`config.mk`:
```
export PLATFORM = sky130hd
export DESIGN_NAME = roi_pixel_point_operations_unit
export DESIGN_NICKNAME = d
export VERILOG_FILES = /design/src/rtl/core/roi_pop_pkg.sv /design/src/rtl/core/roi_pop_cfg.sv /design/src/rtl/core/roi_pop_chan.sv /design/src/rtl/core/roi_pixel_point_operations_unit.sv
export SDC_FILE = /design/constraint.sdc
export NUM_CORES = 1
export LEC_CHECK = 0
export BUFFER_PORTS_ARGS = -buffer_cell sky130_fd_sc_hd__buf_2
export CAP_MARGIN = 20
export CORE_UTILIZATION = 25
export DETAILED_ROUTE_END_ITERATION = 10
export SYNTH_ARGS = -nofsm -noshare
export SYNTH_HDL_FRONTEND = slang
export SYNTH_SLANG_ARGS = --single-unit
```
`constraint.sdc`:
```
create_clock -name clk -period 11.4 [get_ports clk]
set_input_delay 0.57 -clock clk [delete_from_list [all_inputs] [get_ports clk]]
set_output_delay 0.57 -clock clk [all_outputs]
set_load 0.1 [all_outputs]
```
`src/rtl/core/roi_pop_pkg.sv`:
```
// Shared types, constants and register codes for the ROI pixel point operations unit.
package roi_pop_pkg;

  localparam int COORD_BITS    = 12;
  localparam int SIZE_BITS     = COORD_BITS + 1;
  localparam int CFG_DATA_BITS = (SIZE_BITS > 9) ? SIZE_BITS : 9;

  localparam logic [7:0]        PIX_MAX     = 8'd255;
  localparam logic [4:0]        GAIN_MIN    = 5'd10;
  localparam logic [4:0]        GAIN_MAX    = 5'd20;
  localparam logic signed [8:0] BRIGHT_MAX  = 9'sd50;
  localparam logic signed [8:0] BRIGHT_MIN  = -9'sd50;
  // floor(x / 10) == (x * 6554) >> 16 for every product of a pixel and a gain
  localparam logic [15:0]       RECIP_TEN   = 16'd6554;
  localparam int                RECIP_SHIFT = 16;

  typedef enum logic [1:0] {
    MODE_BINARIZE = 2'd0,
    MODE_GREY     = 2'd1,
    MODE_BRIGHT   = 2'd2,
    MODE_GAIN     = 2'd3
  } mode_t;

  typedef enum logic [2:0] {
    REG_MODE       = 3'd0,
    REG_ROI_ROW    = 3'd1,
    REG_ROI_COL    = 3'd2,
    REG_ROI_HEIGHT = 3'd3,
    REG_ROI_WIDTH  = 3'd4,
    REG_THRESHOLD  = 3'd5,
    REG_OFFSET     = 3'd6,
    REG_GAIN       = 3'd7
  } reg_index_t;

  typedef struct packed {
    logic [COORD_BITS-1:0] row;
    logic [COORD_BITS-1:0] col;
    logic [7:0]            in_red;
    logic [7:0]            in_green;
    logic [7:0]            in_blue;
  } pixel_t;

  typedef struct packed {
    logic [7:0] out_red;
    logic [7:0] out_green;
    logic [7:0] out_blue;
  } result_t;

  typedef struct packed {
    mode_t                 mode;
    logic [COORD_BITS-1:0] roi_row;
    logic [COORD_BITS-1:0] roi_col;
    logic [SIZE_BITS-1:0]  roi_height;
    logic [SIZE_BITS-1:0]  roi_width;
    logic [8:0]            threshold;
    logic signed [8:0]     offset;
    logic [4:0]            gain_tenths;
  } cfg_t;

endpackage

```
`src/rtl/core/roi_pop_cfg.sv`:
```
// Configuration register file of the ROI pixel point operations unit.
module roi_pop_cfg (
  input  logic                                clk,
  input  logic                                rst,
  input  logic                                cfg_write,
  input  roi_pop_pkg::reg_index_t             cfg_index,
  input  logic [roi_pop_pkg::CFG_DATA_BITS-1:0] cfg_data,
  output roi_pop_pkg::cfg_t                   cfg
);
  import roi_pop_pkg::*;

  always_ff @(posedge clk) begin
    if (rst) begin
      cfg.mode        <= MODE_BINARIZE;
      cfg.roi_row     <= '0;
      cfg.roi_col     <= '0;
      cfg.roi_height  <= '0;
      cfg.roi_width   <= '0;
      cfg.threshold   <= 9'd128;
      cfg.offset      <= '0;
      cfg.gain_tenths <= 5'd10;
    end else if (cfg_write) begin
      unique case (cfg_index)
        REG_MODE:       cfg.mode        <= mode_t'(cfg_data[1:0]);
        REG_ROI_ROW:    cfg.roi_row     <= cfg_data[COORD_BITS-1:0];
        REG_ROI_COL:    cfg.roi_col     <= cfg_data[COORD_BITS-1:0];
        REG_ROI_HEIGHT: cfg.roi_height  <= cfg_data[SIZE_BITS-1:0];
        REG_ROI_WIDTH:  cfg.roi_width   <= cfg_data[SIZE_BITS-1:0];
        REG_THRESHOLD:  cfg.threshold   <= cfg_data[8:0];
        REG_OFFSET:     cfg.offset      <= $signed(cfg_data[8:0]);
        REG_GAIN:       cfg.gain_tenths <= cfg_data[4:0];
        default:        ;
      endcase
    end
  end

endmodule

```
`src/rtl/core/roi_pop_chan.sv`:
```
// Three-stage arithmetic pipe for one color channel: offset add, gain and mode select.
module roi_pop_chan (
  input  logic              clk,
  input  logic [7:0]        px,
  input  roi_pop_pkg::cfg_t cfg,
  input  logic              below_c,
  output logic [7:0]        value_c
);
  import roi_pop_pkg::*;

  function automatic logic [7:0] clamp_pix(input logic signed [9:0] v);
    logic [7:0] r;
    if (v < 0)                          r = 8'd0;
    else if (v > $signed({2'b00, PIX_MAX})) r = PIX_MAX;
    else                                r = v[7:0];
    return r;
  endfunction

  // stage A: sums and product
  logic [4:0]        gain_lim;
  logic signed [8:0] off_lim;
  logic signed [9:0] grey_sum;
  logic signed [9:0] bright_sum;
  logic [12:0]       prod;

  always_comb begin
    priority if (cfg.gain_tenths < GAIN_MIN) gain_lim = GAIN_MIN;
    else if (cfg.gain_tenths > GAIN_MAX)     gain_lim = GAIN_MAX;
    else                                     gain_lim = cfg.gain_tenths;

    priority if (cfg.offset < BRIGHT_MIN) off_lim = BRIGHT_MIN;
    else if (cfg.offset > BRIGHT_MAX)     off_lim = BRIGHT_MAX;
    else                                  off_lim = cfg.offset;
  end

  assign grey_sum   = $signed({2'b00, px}) + $signed({cfg.offset[8], cfg.offset});
  assign bright_sum = $signed({2'b00, px}) + $signed({off_lim[8], off_lim});
  assign prod       = {5'b0, px} * {8'b0, gain_lim};

  logic signed [9:0] grey_a;
  logic signed [9:0] bright_a;
  logic [12:0]       prod_a;

  always_ff @(posedge clk) begin
    grey_a   <= grey_sum;
    bright_a <= bright_sum;
    prod_a   <= prod;
  end

  // stage B: clamp sums, divide product by ten through the reciprocal
  logic [28:0] scaled;
  assign scaled = {16'b0, prod_a} * {13'b0, RECIP_TEN};

  logic [7:0]  grey_b;
  logic [7:0]  bright_b;
  logic [12:0] quot_b;

  always_ff @(posedge clk) begin
    grey_b   <= clamp_pix(grey_a);
    bright_b <= clamp_pix(bright_a);
    quot_b   <= scaled[RECIP_SHIFT +: 13];
  end

  // stage C: limit gain result and pick by mode
  logic [7:0] gain_c;
  assign gain_c = (quot_b > {5'b0, PIX_MAX}) ? PIX_MAX : quot_b[7:0];

  always_comb begin
    unique case (cfg.mode)
      MODE_BINARIZE: value_c = below_c ? 8'd0 : PIX_MAX;
      MODE_GREY:     value_c = grey_b;
      MODE_BRIGHT:   value_c = bright_b;
      MODE_GAIN:     value_c = gain_c;
      default:       value_c = gain_c;
    endcase
  end

endmodule

```
`src/rtl/core/roi_pixel_point_operations_unit.sv`:
```
// Top level of the ROI pixel point operations unit: region test, channel pipes, output word.
//
//   channel   signals                               handshake
//   pixel in  start, busy, pixel                    taken when start && !busy
//   result    done, result                          one cycle, no back-pressure
//   config    cfg_write, cfg_index, cfg_data        taken when cfg_write
//
// An accepted pixel passes three register stages on its way to its done strobe
// (sum/product, clamp/reciprocal multiply, mode select and region mux); one pixel
// is taken every cycle.
// busy stays low; the pipe never stalls because the receiver cannot hold off.
// Synchronous reset clears the valid bits and loads the register reset values.
module roi_pixel_point_operations_unit (
  input  logic                                  clk,
  input  logic                                  rst,
  input  logic                                  start,
  output logic                                  busy,
  input  roi_pop_pkg::pixel_t                   pixel,
  output logic                                  done,
  output roi_pop_pkg::result_t                  result,
  input  logic                                  cfg_write,
  input  roi_pop_pkg::reg_index_t               cfg_index,
  input  logic [roi_pop_pkg::CFG_DATA_BITS-1:0] cfg_data
);
  import roi_pop_pkg::*;

  cfg_t cfg;

  roi_pop_cfg u_cfg (
    .clk       (clk),
    .rst       (rst),
    .cfg_write (cfg_write),
    .cfg_index (cfg_index),
    .cfg_data  (cfg_data),
    .cfg       (cfg)
  );

  assign busy = 1'b0;

  logic take;
  assign take = start && !busy;

  // stage A: coordinate differences and binarize compare
  logic                  valid_a;
  logic                  row_ge_a;
  logic                  col_ge_a;
  logic [COORD_BITS-1:0] row_diff_a;
  logic [COORD_BITS-1:0] col_diff_a;
  logic                  below_a;
  logic [23:0]           rgb_a;

  always_ff @(posedge clk) begin
    if (rst) valid_a <= 1'b0;
    else     valid_a <= take;
  end

  always_ff @(posedge clk) begin
    row_ge_a   <= pixel.row >= cfg.roi_row;
    col_ge_a   <= pixel.col >= cfg.roi_col;
    row_diff_a <= pixel.row - cfg.roi_row;
    col_diff_a <= pixel.col - cfg.roi_col;
    below_a    <= {1'b0, pixel.in_red} < cfg.threshold;
    rgb_a      <= {pixel.in_red, pixel.in_green, pixel.in_blue};
  end

  // stage B: finish the region test
  logic        valid_b;
  logic        inside_b;
  logic        below_b;
  logic [23:0] rgb_b;

  always_ff @(posedge clk) begin
    if (rst) valid_b <= 1'b0;
    else     valid_b <= valid_a;
  end

  always_ff @(posedge clk) begin
    inside_b <= row_ge_a && ({1'b0, row_diff_a} < cfg.roi_height)
             && col_ge_a && ({1'b0, col_diff_a} < cfg.roi_width);
    below_b  <= below_a;
    rgb_b    <= rgb_a;
  end

  logic [7:0] red_c;
  logic [7:0] green_c;
  logic [7:0] blue_c;

  roi_pop_chan u_red (
    .clk (clk), .px (pixel.in_red),   .cfg (cfg), .below_c (below_b), .value_c (red_c)
  );
  roi_pop_chan u_green (
    .clk (clk), .px (pixel.in_green), .cfg (cfg), .below_c (below_b), .value_c (green_c)
  );
  roi_pop_chan u_blue (
    .clk (clk), .px (pixel.in_blue),  .cfg (cfg), .below_c (below_b), .value_c (blue_c)
  );

  // stage C: register the channel values inside the region, pass the raw word outside it
  logic inside_q;

  always_ff @(posedge clk) begin
    if (rst) done <= 1'b0;
    else     done <= valid_b;
  end

  always_ff @(posedge clk) begin
    inside_q <= inside_b;
    if (inside_b) begin
      result <= '{out_red: red_c, out_green: green_c, out_blue: blue_c};
    end else begin
      result <= '{out_red: rgb_b[23:16], out_green: rgb_b[15:8], out_blue: rgb_b[7:0]};
    end
  end

  a_valid_to_done: assert property (@(posedge clk) disable iff (rst)
    valid_b |=> done) else $error("stage B word did not reach the output");

  a_no_phantom: assert property (@(posedge clk) disable iff (rst)
    !valid_b |=> !done) else $error("done without a word in stage B");

  a_binarize_flat: assert property (@(posedge clk) disable iff (rst)
    (done && inside_q && cfg.mode == MODE_BINARIZE) |->
      (result.out_red == result.out_green && result.out_green == result.out_blue
       && (result.out_red == 8'd0 || result.out_red == PIX_MAX)))
    else $error("binarized word is not flat black or white");

  a_pass_through: assert property (@(posedge clk) disable iff (rst)
    (done && !inside_q) |->
      (result.out_red == $past(pixel.in_red, 3)
       && result.out_green == $past(pixel.in_green, 3)
       && result.out_blue == $past(pixel.in_blue, 3)))
    else $error("pixel outside the region was altered");

endmodule

```
Word level (Yosys, flattened, before mapping)
Cells that the tools add are included.
{ "word_totals": {"word_cells": 120, "out_inout_bits": 26, "ff_bits": 356, "in_bits": 68} }
{ "op_classes": {"multipliers": 6, "eq_ne": 10, "mux": 18, "reduce_logical": 13, "order_cmp": 24, "add_sub_neg": 8} }
{ "ops": {"columns": ["cell", "n"], "rows": [
  ["8-bit one-hot mux with 4 select lines", 3],
  ["8-bit two-way mux", 10],
  ["13-bit by 12-bit multiplier with 25-bit output (second input constant)", 3],
  ["9-bit by 9-bit adder with 10-bit output", 6],
  ["10-bit by 9-bit > comparator with 1-bit output (second input constant)", 6],
  ["10-bit by 1-bit less-than comparator with 1-bit output (second input constant)", 6],
  ["8-bit by 5-bit multiplier with 13-bit output", 3],
  ["10-bit by 8-bit > comparator with 1-bit output (second input constant)", 3],
  ["12-bit by 13-bit less-than comparator with 1-bit output", 2],
  ["12-bit greater-or-equal comparator", 2],
  ["24-bit two-way mux", 1],
  ["12-bit subtractor", 2],
  ["9-bit two-way mux", 2],
  ["2-bit AND reduction", 8],
  ["3-bit == test (second input constant)", 4],
  ["5-bit two-way mux", 2],
  ["9-bit by 7-bit > comparator with 1-bit output (second input constant)", 1],
  ["8-bit by 9-bit less-than comparator with 1-bit output", 1],
  ["9-bit by 7-bit less-than comparator with 1-bit output (second input constant)", 1],
  ["3-bit by 2-bit == test with 1-bit output (second input constant)", 2],
  ["5-bit > comparator (second input constant)", 1],
  ["5-bit by 4-bit less-than comparator with 1-bit output (second input constant)", 1],
  ["2-bit == test (second input constant)", 2],
  ["3-bit by 1-bit == test with 1-bit output (second input constant)", 1],
  ["4 further kinds", 6]
]} }

Longest topological paths before layout
Gate-level depths: netlist of run 1.
{ "depth": {"word_depth": 4, "ltp_mapped": 19, "depth_no_buf": 19} }

Modules after synthesis
A second synthesis of run 1 with hierarchy kept.
{ "hier_totals": {"hier_cells": 2787, "hier_area_um2": 26551.7} }
{ "modules_own_cells": {"columns": ["module", "n_inst", "area_each_um2", "cells_each", "seq_area_each_um2"], "rows": [
  ["roi_pop_chan (u_blue)", 1, 6422.4, 700, 1181.1],
  ["roi_pop_chan (u_red)", 1, 6362.4, 699, 1181.1],
  ["roi_pop_chan (u_green)", 1, 6293.5, 678, 1181.1],
  ["roi_pixel_point_operations_unit", 1, 4420.5, 434, 2082.0],
  ["roi_pop_cfg", 1, 3052.9, 276, 1501.4]
]} }

Worst setup path before layout of run 1
OpenSTA, ideal clock, no wires.
{ "synth_timing": {"kind": "register -> register", "start": "reg u_blue.prod_a[5]", "end": "reg u_blue.quot_b[9]", "path_slack_ns": 6.675, "setup_ns": 0.072, "path_buffers": 0, "stages_incl_launch_ff": 19, "arrival_ns": 4.653, "period_less_slack_ns": 4.725, "required_ns": 11.328, "path_cell_list": "dfxtp_1 -> ha_1 -> inv_1 -> fa_1 -> inv_1 -> fa_1 -> inv_1 -> fa_1 -> fa_1 -> inv_1 -> ha_1 -> and4_2 -> a41oi_2 -> a31oi_2 -> a221o_2 -> a21oi_4 -> a21oi_2 -> a21oi_2 -> xnor2_1"} }
{ "synth_via": {"elab_chain_len": 1} }
{ "synth_lines": {"columns": ["element", "line_no", "rtl"], "rows": [
  ["start, declared", "roi_pop_chan.sv:42", "logic [12:0] prod_a;"],
  ["start signal, assigned", "roi_pop_chan.sv:47", "prod_a <= prod;"],
  ["13-bit by 12-bit multiplier with 25-bit output", "roi_pop_chan.sv:52", "assign scaled = {16'b0, prod_a} * {13'b0, RECIP_TEN};"],
  ["net u_blue.scaled[25]", "roi_pop_chan.sv:51", "logic [28:0] scaled;"],
  ["end signal, assigned", "roi_pop_chan.sv:61", "quot_b <= scaled[RECIP_SHIFT +: 13];"],
  ["end, declared", "roi_pop_chan.sv:56", "logic [12:0] quot_b;"]
]} }
The timed path passes the listed nets, and every way through them passes these cells.
A chain may end at the register's enable or synchronous reset.

Final worst setup path of run 1
Same ends and word-level chain as after synthesis.

==> impl_results.md, run 1 <==
- Worst relative slew slack: 0.341
- Total track usage: 0.118
- Synth warn: 0
- Area of the multi-input gates: 15600 um2
- Clock period minus worst slack: 4990 ps
- Maximum number of pins on one net before global-route repair: 79
- First-pass GRT wire length: 91.9 mm
- Clock Skew: 20.3 ps
- TNS Setup: 0 ps
- Worst-path cell chain: ha_1, inv_1, fa_1, inv_1, fa_1, inv_1, fa_1, fa_1, inv_1, ha_1, o21ai_0, a21oi_1, o21ai_1, a31oi_2, a221o_2, a21oi_4, a21oi_2, a21oi_2, xnor2_1
- Vias per inst: 4.20
- Worst Tran Pin Value: 983 ps
- First-pass DRT Iterations: 5
- Max_cap viols: 0
- Area share of the largest cell type after synthesis: 0.289
- Final Setup Violations: 0
- Post-synth EDFFs: 0
- CTS Sinks: 356
- CTS H-tree depth: 2
- CP max FO: 5
- Reg area: 7130 um2
- Slowest CP cell: fa_1
- Crit start category: flip-flop
- Worst Path Arrival: 5490 ps
- Area delta synth->final: 13.7%
- Num CTS Buffers: 43
- Rows: 114
- Final Max Tran Viols: 0
- Share of cells above drive strength 1: 0.0765
- # hold bufs at CTS: 0
- RSZ-0062 raised after global routing: no
- Die height: 316 um
- Asr flop ratio synth: 0
- Sequential share of the synthesized area: 0.289
- Ys flop type: dfxtp_1
- Top post-synthesis cells by area: dfxtp_1, ha_1, fa_1
- DR DRC count: 0
- Final Hold Viols: 0
- Die Span X: 316 um
- Final hold slack: 200 ps
- Setup WS pre-CTS: 6370 ps
- Routed Antenna Nets: 0
- Die footprint: 99800 um2
- Antenna violations before repair: 15
- # resized after CTS: 0
- Hold crit path type: primary input to flip-flop
- Routed WL: 57.1 mm
- Total congestion overflow: 0
- Clock-pin slew on the worst setup and hold paths: 60 ps
- Max frequency: 200 MHz
- Violation count after the first detailed-route iteration: 642
- Mapped Cells: 2608
- Yosys cell types: 65
- TritonCTS clock tree: built
- Avg Cell Area, Syn: 9.45 um2
- Post-synthesis net count: 3301
- CP Class: flip-flop to flip-flop
- Core area: 97100 um2
- Initial core utilization: 0.254
- Status: complete, no violations
- Syn Std Cell Area: 24600 um2
- Ports: 94
- Placed wire-length estimate: 45.5 mm
- Wirelength per Cell: 14.3 um
- Worst setup margin: 6410 ps
- Fin nets: 3379
- Max incr delay on CP: 550 ps
- Vias: 16789
- Post-CTS setup buffers: 0
- Yosys top cell by area: dfxtp_1
- Vias in the first global route: 17143
- Crit. End Element: flip-flop
- Clk buf depth: 3
- Placed standard-cell area: 26500 um2
- FILL cells: 10164
- Port Buf Inserts: 92
- Root Buffer: clkbuf_16
- Design area: 28000 um2
- Routability Congestion: 0.855
- Worst Path Required: 11900 ps
- Period Utilization, post-route: 0.438
- Clk Latency, worst-skew pair: 590 ps
- Synthesized flop and latch total: 356
-- cells by family (layout without fill, tap and decap cells) --
group / after synthesis / in the layout / synth area share
fa+ha+maj: 625 / 625 / 0.376
simple gates: 603 / 603 / 0.110
other cells: 1 / 7 / 0.000152
flops: 356 / 356 / 0.289
buf+inv: 517 / 629 / 0.0790
compound gates: 375 / 375 / 0.0992
xor+xnor: 124 / 124 / 0.0441
mux: 7 / 7 / 0.00295
-- layer usage --
| metal | wire (um) | vias up | track usage |
|---|---|---|---|
| li1 | - | 8532 | - |
| met1 | 27100 | 7937 | 0.155 |
| met2 | 26500 | 225 | 0.199 |
| met3 | 2210 | 85 | 0.0193 |
| met4 | 1170 | 10 | 0.0324 |
| met5 | 59 | - | 0 |
-- stage by stage --
stage	util	std cells
after floorplan	-	2608
after CTS	0.288	3996
after global placement	0.273	3917
after global routing	0.288	3997
after detailed placement	0.273	3917
final	0.288	4002
-- critical path, delay by kind of cell, from the launching register on --
kind                       cells  cell delay (ps)
xor gates and xnor gates       1              120
DFF                            1              360
buffers and inverters          4              230
AOI/OAI and AO/OA              8             1450
adders and majority gates      6             2760
-- sequential cells by signal, summed over array words and instances, names as in the netlist, 13 cells and up --
| signal | cells |
|---|---|
| u_red.prod_a | 13 |
| rgb_a | 24 |
| u_cfg.cfg | 75 |
| result | 24 |
| u_green.prod_a | 13 |
| u_blue.prod_a | 13 |
| rgb_b | 24 |
-- synth_stat cells, drive strengths merged (3+ instances only) --
cell type  instances
xor2              32
and3              14
nor3b              6
a211o              6
nor2b             39
a31oi             25
nand4              4
a311oi             3
o21ai             27
and2              48
fa               191
a21o              51
o211ai            25
clkbuf            68
dfxtp            356
nand3             12
o31a               3
nor3              10
and4               3
ha               434
nor2             190
inv              447
nand2b            22
o21a              10
nand2            244
mux2i              5
a21oi            170
o21bai            39
xnor2             92
or2                5
-- worst paths after layout --
| check | slack (ps) | start | endpoint | cells after the start |
|---|---|---|---|---|
| setup / recovery | 6410 | u_blue.prod_a[5]$_DFF_P_ | u_blue.quot_b[9]$_DFF_P_ | 19 |
| setup reg to reg | 6410 | u_blue.prod_a[5]$_DFF_P_ | u_blue.quot_b[9]$_DFF_P_ | 19 |
| hold reg to reg | 320 | rgb_a[16]$_DFF_P_ | rgb_b[16]$_DFF_P_ | 0 |
| hold / removal | 200 | start | valid_a$_SDFF_PP0_ | 2 |
-- area by class of cell --
| type | count | area share |
|---|---|---|
| diodes | 6 | 0.000536 |
| inverters | 447 | 0.0599 |
| flip-flops and latches | 356 | 0.254 |
| repair buffers | 103 | 0.0194 |
| clock inverters | 23 | 0.0105 |
| clock buffers | 56 | 0.0426 |
| well taps | 1276 | 0.0570 |
| multi-input cells | 1735 | 0.556 |
-- cell usage in the layout, fill, tap and decap left out, drive strengths merged, types with 10 or more instances in the layout --
| cell | count |
|---|---|
| a21o | 51 |
| a21oi | 170 |
| a31oi | 25 |
| and2 | 48 |
| and3 | 14 |
| buf | 103 |
| clkbuf | 56 |
| clkinv | 11 |
| dfxtp | 356 |
| fa | 191 |
| ha | 434 |
| inv | 453 |
| nand2 | 244 |
| nand2b | 22 |
| nand3 | 12 |
| nor2 | 190 |
| nor2b | 39 |
| nor3 | 10 |
| o211ai | 25 |
| o21a | 10 |
| o21ai | 27 |
| o21bai | 39 |
| xnor2 | 92 |
| xor2 | 32 |
Power of run 1 is left out: the tool's default activity adds up to more than one toggle a clock period on the data nets, which glitch-free logic cannot reach.
==> inputs of run 2 (changes only) <==
==> constraint.sdc (replaced) <==
create_clock -name clk -period 4.7 [get_ports clk]
set_input_delay 0.235 -clock clk [delete_from_list [all_inputs] [get_ports clk]]
set_output_delay 0.235 -clock clk [all_outputs]
set_load 0.1 [all_outputs]
==> run 2 against run 1 <==
Non-clock buffer count up 103. Die area unchanged. First-iteration DRC count down 17%. Final cell count up 2.5%. Sequential share of layout area down 1.0 points. Critical path depth unchanged. Hold slack worse by 170 ps. Clock skew up 22 ps. Core utilization up 1.3 points. Sequential cell count unchanged. Wire length up 0.69%. Count of clock-buffer cells in the layout down 4.
==> impl_results.md, run 2 (synthesis gave the netlist of run 1 again) <==
- Vias per inst: 4.16
- Total track usage: 0.118
- Placed standard-cell area: 26900 um2
- Design area: 29300 um2
- Commonest non-fill, non-tap cell in the layout: inv_1
- Ports: 94
- Placed wire-length estimate: 45.5 mm
- First-pass DRT Iterations: 4
- Crit start category: flip-flop
- Period Utilization, post-route: 0.996
- DR DRC count: 0
- TNS Setup: 0 ps
- Most frequent CP cell: fa_1
- Area delta synth->final: 18.9%
- Clock period minus worst slack: 4680 ps
- Max_cap viols: 0
- Share of cells above drive strength 1: 0.120
- Final Hold Viols: 0
- Routability Congestion: 0.833
- Die Span X: 316 um
- Worst Path Required: 5200 ps
- CP Class: flip-flop to flip-flop
- Routed Antenna Nets: 0
- Num CTS Buffers: 43
- Initial core utilization: 0.254
- Worst Tran Pin Value: 924 ps
- CTS Sinks: 356
- Core area: 97100 um2
- Port Buf Inserts: 92
- Buffers & Inverters on Critical Path: 5
- Rows: 114
- Status: complete, no violations
- Worst Path Arrival: 5180 ps
- Max frequency: 214 MHz
- RSZ-0062 raised after global routing: yes
- Reg area: 7150 um2
- Maximum number of pins on one net before global-route repair: 63
- Vias: 17082
- CP max FO: 4
- Slowest CP cell: fa_1
- Vias in the first global route: 17577
- Die footprint: 99800 um2
- Top reg by flops: u_cfg.cfg
- Worst relative slew slack: 0.381
- Root Buffer: clkbuf_16
- Non-filler cells, final: 4103
- Worst-path cell chain: buf_4, ha_4, inv_1, fa_1, fa_1, inv_1, fa_1, inv_1, fa_1, inv_2, ha_4, o21a_1, nor2_2, a31oi_2, a221o_2, a21oi_4, a21oi_4, a21oi_2, xnor2_1
- Clk buf depth: 3
- Max incr delay on CP: 540 ps
- Total congestion overflow: 0
- FILL cells: 10129
- First-pass GRT wire length: 92.7 mm
- Final Setup Violations: 0
- Clk Latency, worst-skew pair: 600 ps
- Violation count after the first detailed-route iteration: 532
- Max FFs per register: 75
- Die height: 316 um
- Wirelength per Cell: 14.0 um
- Final Max Tran Viols: 0
- Most frequent cells in the layout: inv_1, ha_1, dfxtp_1, nand2_1, fa_1
- Clock Skew: 42.4 ps
- Clock-pin slew on the worst setup and hold paths: 60 ps
- Hold crit path type: primary input to flip-flop
- Crit. End Element: flip-flop
- Cells after DPL: 3972
- TritonCTS clock tree: built
- CTS H-tree depth: 2
- Antenna violations before repair: 9
- Final hold slack: 30.4 ps
- Fin nets: 3482
- Routed WL: 57.5 mm
- Area of the multi-input gates: 15900 um2
- Delay-heaviest family, CP: adder cells
[run 2: per-stage QoR]
| step | setup WS, ps | utilization |
|---|---|---|
| floorplan | 2.13 | - |
| global placement | -84.6 | 0.277 |
| detailed placement | -136 | 0.277 |
| CTS | 6.94 | 0.298 |
| global route | -216 | 0.301 |
| finish | 18.3 | 0.302 |
[run 2: repair_timing]
action | CTS | global route
hold endpoints to repair | 48 | 0
hold buffers | 36 | 0
gates resized for setup | 13 | 58
pin swaps | 25 | 58
setup buffers | 2 | 9
endpoints found under the setup margin | 7 | 17
[run 2: final cells by class]
cell class / instances / area share
multi-input cells: 1735 / 0.542
well taps: 1276 / 0.0545
clock inverters: 26 / 0.0111
inverters: 447 / 0.0573
diodes: 5 / 0.000427
clock buffers: 52 / 0.0410
flip-flops and latches: 356 / 0.244
repair buffers: 206 / 0.0491
[run 2: path summary, 6_finish.rpt]
kind | startpoint | endpoint | slack (ps) | cells after the start
max | u_blue.prod_a[5]$_DFF_P_ | u_blue.quot_b[9]$_DFF_P_ | 20 | 19
min | pixel[24] | col_diff_a[0]$_DFF_P_ | 30 | 4
max reg2reg | u_blue.prod_a[5]$_DFF_P_ | u_blue.quot_b[9]$_DFF_P_ | 20 | 19
min reg2reg | rgb_a[20]$_DFF_P_ | rgb_b[20]$_DFF_P_ | 320 | 0
[run 2: tightest hold or removal path: stages]
cell and delay, ps:
buf_2 110, inv_1 50, ha_1 150, inv_1 40
[run 2: metal layers]
metal / routed length (um) / part of all wire / global-route usage
met3: 2240 / 0.039 / 0.0195
met4: 1520 / 0.026 / 0.0325
met2: 26400 / 0.46 / 0.195
met5: 50 / 0.00087 / 0
met1: 27300 / 0.48 / 0.157
Power of run 2 is left out for the same reason.
